**config.mk**
```make
export PLATFORM = sky130hd
export DESIGN_NAME = client_address_learning_table
export DESIGN_NICKNAME = d
export VERILOG_FILES = /design/src/rtl/calt_pkg.sv /design/src/rtl/calt_ctrl.sv /design/src/rtl/calt_dp.sv /design/src/rtl/client_address_learning_table.sv
export VERILOG_INCLUDE_DIRS = /design/src /design/src/rtl
export SDC_FILE = /design/constraint.sdc
export NUM_CORES = 2
export LEC_CHECK = 0
export BUFFER_PORTS_ARGS = -buffer_cell sky130_fd_sc_hd__buf_2
export CORE_ASPECT_RATIO = 1.5
export CORE_MARGIN = 5
export CORE_UTILIZATION = 26
export CTS_CLUSTER_DIAMETER = 60
export DETAILED_ROUTE_END_ITERATION = 6
export MAX_ROUTING_LAYER = met4
export PLACE_DENSITY = 0.52
export SYNTH_ARGS = -nofsm -noshare
export SYNTH_HDL_FRONTEND = slang
export SYNTH_HIERARCHICAL = 1
export SYNTH_SLANG_ARGS = --single-unit
```
**constraint.sdc**
```tcl
create_clock -name clk -period 23.1 [get_ports clk]
set_input_delay 4.62 -clock clk [delete_from_list [all_inputs] [get_ports clk]]
set_output_delay 4.62 -clock clk [all_outputs]
set_load 0.1 [all_outputs]
```
**src/rtl/client_address_learning_table_macros.svh**
```systemverilog
// ----------------------------------------------------------------------------
// Client address learning table: assertion macros
// Shared concurrent assertion forms. Each expects clk and rst_n in scope.
// ----------------------------------------------------------------------------
`ifndef CLIENT_ADDRESS_LEARNING_TABLE_MACROS_SVH
`define CLIENT_ADDRESS_LEARNING_TABLE_MACROS_SVH

// The consequent must hold in the same cycle as the antecedent.
`define CALT_ASSERT_SAME(label, ante, cons, msg) \
  label: assert property (@(posedge clk) disable iff (!rst_n) (ante) |-> (cons)) \
    else $error(msg);

// The consequent must hold in the cycle after the antecedent.
`define CALT_ASSERT_NEXT(label, ante, cons, msg) \
  label: assert property (@(posedge clk) disable iff (!rst_n) (ante) |=> (cons)) \
    else $error(msg);

`endif

```
**src/rtl/calt_pkg.sv**
```systemverilog
// ----------------------------------------------------------------------------
// Client address learning table package
// Item types, table size, action codes and the controller state type.
// ----------------------------------------------------------------------------
`default_nettype none

package calt_pkg;

  // Number of table slots and the width of a slot index.
  localparam int ENTRIES = 16;
  localparam int IDX_W   = (ENTRIES > 1) ? $clog2(ENTRIES) : 1;

  // Field widths fixed by the item format.
  localparam int ADDR_W = 32;
  localparam int PORT_W = 16;
  localparam int SLOT_W = 4;
  localparam int VAL_W  = ADDR_W + PORT_W;

  // Action codes.
  localparam logic ACT_LEARN  = 1'b0;
  localparam logic ACT_LOOKUP = 1'b1;

  typedef struct packed {
    logic              action;
    logic [ADDR_W-1:0] tunnel_addr;
    logic [ADDR_W-1:0] real_addr;
    logic [PORT_W-1:0] real_port;
  } in_item_t;

  typedef struct packed {
    logic              success;
    logic [SLOT_W-1:0] slot;
    logic [ADDR_W-1:0] found_addr;
    logic [PORT_W-1:0] found_port;
  } out_item_t;

  // Controller states.
  typedef enum logic [1:0] {
    ST_IDLE,
    ST_CMP,
    ST_ACC,
    ST_LOAD
  } state_t;

  // Commands from controller to datapath.
  typedef struct packed {
    logic capture;
    logic compare;
    logic access;
    logic load;
  } cmd_t;

  // Status from datapath to controller.
  typedef struct packed {
    logic out_free;
  } sts_t;

endpackage

`default_nettype wire

```
**src/rtl/calt_ctrl.sv**
```systemverilog
// ----------------------------------------------------------------------------
// Client address learning table controller
// Steps one item through capture, compare, table access and result load.
// ----------------------------------------------------------------------------
`default_nettype none

`include "client_address_learning_table_macros.svh"

module calt_ctrl (
  input  wire logic          clk,
  input  wire logic          rst_n,
  input  wire logic          in_valid,
  output logic               in_stall,
  input  wire calt_pkg::sts_t sts,
  output calt_pkg::cmd_t     cmd
);
  import calt_pkg::*;

  state_t state_r;
  state_t state_nxt;

  // State register.
  always_ff @(posedge clk) begin
    if (!rst_n) begin
      state_r <= ST_IDLE;
    end else begin
      state_r <= state_nxt;
    end
  end

  // Next state and commands.
  always_comb begin
    state_nxt   = state_r;
    cmd         = '0;
    in_stall    = 1'b1;
    unique case (state_r)
      ST_IDLE: begin
        in_stall = 1'b0;
        if (in_valid) begin
          cmd.capture = 1'b1;
          state_nxt   = ST_CMP;
        end
      end
      ST_CMP: begin
        cmd.compare = 1'b1;
        state_nxt   = ST_ACC;
      end
      ST_ACC: begin
        cmd.access = 1'b1;
        state_nxt  = ST_LOAD;
      end
      ST_LOAD: begin
        // Wait here until the output register can take the result.
        if (sts.out_free) begin
          cmd.load  = 1'b1;
          state_nxt = ST_IDLE;
        end
      end
      default: begin
        state_nxt = ST_IDLE;
      end
    endcase
  end

  `CALT_ASSERT_SAME(a_cmd_onehot, 1'b1,
    $onehot0({cmd.capture, cmd.compare, cmd.access, cmd.load}),
    "controller issued more than one command")
  `CALT_ASSERT_SAME(a_load_free, cmd.load, sts.out_free,
    "result loaded while output register still full")
  `CALT_ASSERT_NEXT(a_cmp_then_acc, cmd.compare, cmd.access,
    "table access did not follow the compare")

endmodule

`default_nettype wire

```
**src/rtl/calt_dp.sv**
```systemverilog
// ----------------------------------------------------------------------------
// Client address learning table datapath
// Slot keys with valid bits, parallel compare, value memory, output register.
// ----------------------------------------------------------------------------
`default_nettype none

`include "client_address_learning_table_macros.svh"

module calt_dp (
  input  wire logic               clk,
  input  wire logic               rst_n,
  input  wire calt_pkg::in_item_t in_item,
  input  wire calt_pkg::cmd_t     cmd,
  output calt_pkg::sts_t          sts,
  output logic                    out_valid,
  input  wire logic               out_stall,
  output calt_pkg::out_item_t     out_item
);
  import calt_pkg::*;

  // Captured item.
  in_item_t item_r;

  // Slot keys and valid bits; a slot that is not valid is free.
  logic [ADDR_W-1:0] key_r [ENTRIES];
  logic [ENTRIES-1:0] slot_valid_r;

  // Value memory, {real_addr, real_port} per slot.
  logic [VAL_W-1:0] val_mem [ENTRIES];
  logic [VAL_W-1:0] rd_r;

  // Compare results.
  logic [ENTRIES-1:0] cand;
  logic               hit_c;
  logic [IDX_W-1:0]   idx_c;
  logic               hit_r;
  logic [IDX_W-1:0]   idx_r;
  logic               wr_en;

  // Result formatting.
  logic [IDX_W+SLOT_W-1:0] slot_ext;
  out_item_t               res;
  out_item_t               out_r;
  logic                    out_valid_r;

  // Capture the item at acceptance.
  always_ff @(posedge clk) begin
    if (cmd.capture) begin
      item_r <= in_item;
    end
  end

  // Candidate slots: a learn takes a free or equal slot, a lookup an equal one; a zero address has none.
  always_comb begin
    for (int i = 0; i < ENTRIES; i++) begin
      if (item_r.tunnel_addr == '0) begin
        cand[i] = 1'b0;
      end else if (item_r.action == ACT_LEARN) begin
        cand[i] = !slot_valid_r[i] || (key_r[i] == item_r.tunnel_addr);
      end else begin
        cand[i] = slot_valid_r[i] && (key_r[i] == item_r.tunnel_addr);
      end
    end
  end

  // Lowest candidate wins.
  always_comb begin
    hit_c = 1'b0;
    idx_c = '0;
    for (int i = ENTRIES - 1; i >= 0; i--) begin
      if (cand[i]) begin
        hit_c = 1'b1;
        idx_c = IDX_W'(i);
      end
    end
  end

  always_ff @(posedge clk) begin
    if (cmd.compare) begin
      hit_r <= hit_c;
      idx_r <= idx_c;
    end
  end

  assign wr_en = cmd.access && hit_r && (item_r.action == ACT_LEARN);

  // Slot valid bits.
  always_ff @(posedge clk) begin
    if (!rst_n) begin
      slot_valid_r <= '0;
    end else if (wr_en) begin
      slot_valid_r[idx_r] <= 1'b1;
    end
  end

  // Key write on learn.
  always_ff @(posedge clk) begin
    if (wr_en) begin
      key_r[idx_r] <= item_r.tunnel_addr;
    end
  end

  // Value memory: one write port, one registered read port.
  always_ff @(posedge clk) begin
    if (wr_en) begin
      val_mem[idx_r] <= {item_r.real_addr, item_r.real_port};
    end
  end

  always_ff @(posedge clk) begin
    if (cmd.access) begin
      rd_r <= val_mem[idx_r];
    end
  end

  // Result item.
  assign slot_ext = {{SLOT_W{1'b0}}, idx_r};

  always_comb begin
    res = '0;
    if (hit_r) begin
      res.success = 1'b1;
      res.slot    = slot_ext[SLOT_W-1:0];
      if (item_r.action == ACT_LOOKUP) begin
        res.found_addr = rd_r[VAL_W-1:PORT_W];
        res.found_port = rd_r[PORT_W-1:0];
      end
    end
  end

  // Output register.
  always_ff @(posedge clk) begin
    if (!rst_n) begin
      out_valid_r <= 1'b0;
    end else if (cmd.load) begin
      out_valid_r <= 1'b1;
    end else if (!out_stall) begin
      out_valid_r <= 1'b0;
    end
  end

  always_ff @(posedge clk) begin
    if (cmd.load) begin
      out_r <= res;
    end
  end

  assign sts.out_free = !out_valid_r || !out_stall;
  assign out_valid    = out_valid_r;
  assign out_item     = out_r;

  `CALT_ASSERT_SAME(a_fail_zero, out_valid_r && !out_r.success,
    (out_r.slot == '0) && (out_r.found_addr == '0) && (out_r.found_port == '0),
    "failed result carries nonzero fields")
  `CALT_ASSERT_SAME(a_no_zero_key, wr_en, item_r.tunnel_addr != '0,
    "zero address written into the table")
  `CALT_ASSERT_NEXT(a_learn_sets_valid, wr_en, slot_valid_r[$past(idx_r)],
    "learned slot not marked valid")

endmodule

`default_nettype wire

```
**src/rtl/client_address_learning_table.sv**
```systemverilog
// ----------------------------------------------------------------------------
// Client address learning table
// Maps tunnel-side IPv4 addresses to a client's real address and UDP port.
// ----------------------------------------------------------------------------
// Usage: the input channel (in_valid, in_stall, in_item) takes learn and
// lookup items; the result channel (out_valid, out_stall, out_item) returns
// exactly one result item per input item, in order. An item is taken on a
// clock edge where valid is high and stall is low.
// An accepted item is captured at the accepting edge, then come the parallel
// compare of all slot keys, the table write or value read, and the output
// register load; the load waits while the output register is still full.
// The controller walks one item through its compare and table-access steps
// at a time, taking the next item only after the result load, and the value
// memory has a single read/write access per item.
// The next item is accepted while a finished result waits in the output
// register; if the receiver stalls, the following result holds inside the
// block and in_stall stays high until the output register frees up.
// Reset: rst_n (synchronous, active low) marks every slot free and empties
// the output register; no clearing pass is needed.
// ----------------------------------------------------------------------------
`default_nettype none

module client_address_learning_table (
  input  wire logic               clk,
  input  wire logic               rst_n,
  input  wire logic               in_valid,
  output logic                    in_stall,
  input  wire calt_pkg::in_item_t in_item,
  output logic                    out_valid,
  input  wire logic               out_stall,
  output calt_pkg::out_item_t     out_item
);
  import calt_pkg::*;

  cmd_t cmd;
  sts_t sts;

  // Sequencer.
  calt_ctrl u_ctrl (
    .clk      (clk),
    .rst_n    (rst_n),
    .in_valid (in_valid),
    .in_stall (in_stall),
    .sts      (sts),
    .cmd      (cmd)
  );

  // Table and result path.
  calt_dp u_dp (
    .clk       (clk),
    .rst_n     (rst_n),
    .in_item   (in_item),
    .cmd       (cmd),
    .sts       (sts),
    .out_valid (out_valid),
    .out_stall (out_stall),
    .out_item  (out_item)
  );

endmodule

`default_nettype wire

```
==> impl_results.md <==
* Hold WC Path Type: reg -> reg
* Initial Utilization at between 20% and 30%
* Area of the multi-input gates at approximately 0.012 mm^2
* CTS tree: built
* Average wire per standard cell at 24.3 um
* PortBufs at 139
* Largest net degree at the start of global routing at about 110
* Dpl hpwl at 78400 um
* Storage cell area at 0.0444 mm^2
* Filler Cell Count at 21292
* Antenna viol nets, final at 0
* Peak VDD IR at 0.0644 mV
* Power Density at 100 mW/mm^2
* # nets final at a little over 3000
* Worst hold slack at 491 ps
* Routed WL at 146000 um
* GRT Resource Usage Total at between 10% and 20%
* Clk slew on worst S/H paths at 60 ps
* Setup CP Type: reg -> out
* Sequential share of power at approximately half
* CTS HTree Levels at 4
* Fin cells at 6006
* # rows at 211
* Syn Area/Cell at 20.9 um^2
* Postcts setup bufs at 0
* Synth Warn # at 6
* Period utilisation layout at around 29%
* Yosys reg bits at 1486
* Die footprint at 0.230 mm^2
* Leading post-synthesis cells by cell area: edfxtp_1, mux4_2, xor2_1, xnor2_1, nor4_1
* Clk sinks at 1486
* FFs w/ async S/R, synth at 0%
* Final Util at approximately 30%
* Crit path capture type: primary output
* Combinational share of power at 14.9%
* Core area at 0.220 mm^2
* Pin slew with the least headroom to its limit at 1080 ps
* Syn_nets at 2837
* Placed inst area at 0.0618 mm^2
* I/O pin count at 140
* Design area at 0.0668 mm^2
* CP Launch Type: flop
* Clk pwr share at between 30 and 40%
* Share of layout cells above drive strength 1 at 23.0%
* Slew Limit Fails at 0
* Clk_lat worst skew at 770 ps
* Cells after synthesis at 2747
* Height of the chip at 585 um
* Max-cap violation count at 0
* Status: finished clean
* Commonest cells in the netlist: edfxtp_1, xor2_1, xnor2_1, mux4_2, nor4_1
* Number of cells upsized or downsized after cts at 0
* Fin crit period at ~6600 ps
* Worst Skew at roughly 28 ps
* Area grow syn2layout at 16.5%
* Int Pwr at 4960 uW
* Setup Total Neg Slack at 0 ps
* Final setup vio count at 0
* Fmax at about 150 MHz
* Initial antenna violation count at 39
* Final hold vios at 0
* Most frequent cell after synthesis: edfxtp_1
* Worst Path Arrival at 2010 ps
* Synth Flop Type: edfxtp_1
* Initial drt markers at around 1900
* Switching share of power at roughly a quarter
* RSZ-0062 raised after global routing: no
* Synth area leader: edfxtp_1
* Drt drc at 0
* Post-cts hold buffer count at 0
* Synth top area share at ~77%
* Number of synthesized flops with an enable pin at 1467
* GPL Wtd Cong at 0.734
* Sw Pwr at about 1700 uW
* Gr ovfl total at 0
* Via count at 27025
* First-pass GRT wire length at 207000 um
* Placed cell count at 5722
* Die Wd at 393 um
* Leak at approximately 0.02 uW
* CP Max Fanout at 4
* Root Buffer: clkbuf_16
* Req. time, crit path at about 18000 ps
* Post-Synthesis Cell Area at 0.0573 mm^2
* 1st-pass router iterations at 5
* Register area share after synthesis at 77.5%
* Via count of the first global-routing pass at 27947
* Synth cell types at 51
* Routed vias/inst at 4.50
* Clock Tree Buf Depth at 3
* Num CTS Buffers at 158
* Rel. slew slack at between 20% and 30%
## path summary, 6_finish.rpt
kind,end,slack (ps),start,cells past startpoint
setup / recovery,in_stall,16470,u_ctrl/state_r[0]$_SDFFE_PN0P_,4
hold / removal,u_dp/slot_valid_r[8]$_SDFFE_PN0P_,490,u_dp/slot_valid_r[8]$_SDFFE_PN0P_,1
setup reg to reg,u_dp/val_mem[8][13]$_DFFE_PP_,18280,u_dp/hit_r$_SDFFCE_PP1P_,6
hold reg to reg,u_dp/slot_valid_r[8]$_SDFFE_PN0P_,490,u_dp/slot_valid_r[8]$_SDFFE_PN0P_,1
## worst max-delay path: stages (launching register included)
cell,delay (ps)
dfxtp_1,390
inv_1,120
ha_1,230
inv_1,80
buf_2,430
## cells in the final DEF, fill, tap and decap left out, types with 3 or more instances in the layout
master / count
a21oi_1: 10
a31oi_1: 8
and2_1: 4
and3_1: 51
buf_2: 139
buf_4: 96
bufinv_16: 10
clkbuf_1: 33
clkbuf_16: 161
clkinv_1: 33
clkinv_2: 18
clkinv_4: 3
clkinv_8: 4
dfxtp_1: 19
diode_2: 8
edfxtp_1: 1467
ha_1: 4
inv_1: 6
inv_16: 3
inv_6: 8
mux4_2: 240
nand2_1: 15
nand2b_1: 3
nand3_1: 17
nand4_1: 70
nor2_1: 12
nor2_4: 12
nor3_1: 11
nor3_2: 5
nor4_1: 80
nor4_2: 7
o21a_1: 16
o21ai_0: 6
or4_1: 3
xnor2_1: 254
xor2_1: 258
## sequential cells by signal (all words and copies together), names as in the netlist
signal / flops
u_dp/item_r: 81
u_dp/key_r: 512
u_ctrl/state_r: 2
u_dp/rd_r: 48
u_dp/idx_r: 4
u_dp/out_item: 53
u_dp/val_mem: 768
u_dp/slot_valid_r: 16
u_dp/out_valid: 1
u_dp/hit_r: 1
## logic make-up after synthesis
family | after synthesis | share of synthesized area (%)
xor+xnor | 512 | 7.82
buf+inv | 143 | 1.24
simple gates | 302 | 3.16
fa+ha+maj | 5 | 0.109
compound gates | 57 | 0.690
mux | 242 | 9.46
flops | 1486 | 77.5
## routing by layer
layer / track usage [%] / wire length [um] / vias to the layer above
met5: - / 0 / -
met4: 3.01 / 3040 / 0
met3: 2.45 / 7920 / 234
met2: 20.7 / 70500 / 735
met1: 16.7 / 64200 / 14543
li1: - / - / 11513
## stage by stage
| step | setup WS (ps) | total power [uW] |
|---|---|---|
| 5_1_grt | 16340 | 6960 |
| 3_3_place_gp | 16310 | 4340 |
| 3_5_place_dp | 16290 | 4350 |
| 6_report | 16470 | 6700 |
| 4_1_cts | 16390 | 6790 |
| 2_1_floorplan | 14730 | 3980 |
## cell type report
type / count / share of cell area (%)
well taps: 2875 / 5.39
repair buffers: 237 / 2.18
clock buffers: 196 / 6.26
flip-flops and latches: 1486 / 66.6
multi-input cells: 1118 / 18.4
clock inverters: 80 / 1.11
diodes: 8 / 0.0300
inverters: 6 / 0.0337
## power by group through the flow
stage                     clock [uW]  combinational, uW  sequential [uW]
after floorplan                    0                631             3350
after global placement             0               1020             3320
after detailed placement           0               1020             3330
after CTS                       2500               1030             3270
after global routing            2610               1070             3280
final                           2430                997             3270
No activity file was read; power rests on OpenSTA's default activity.
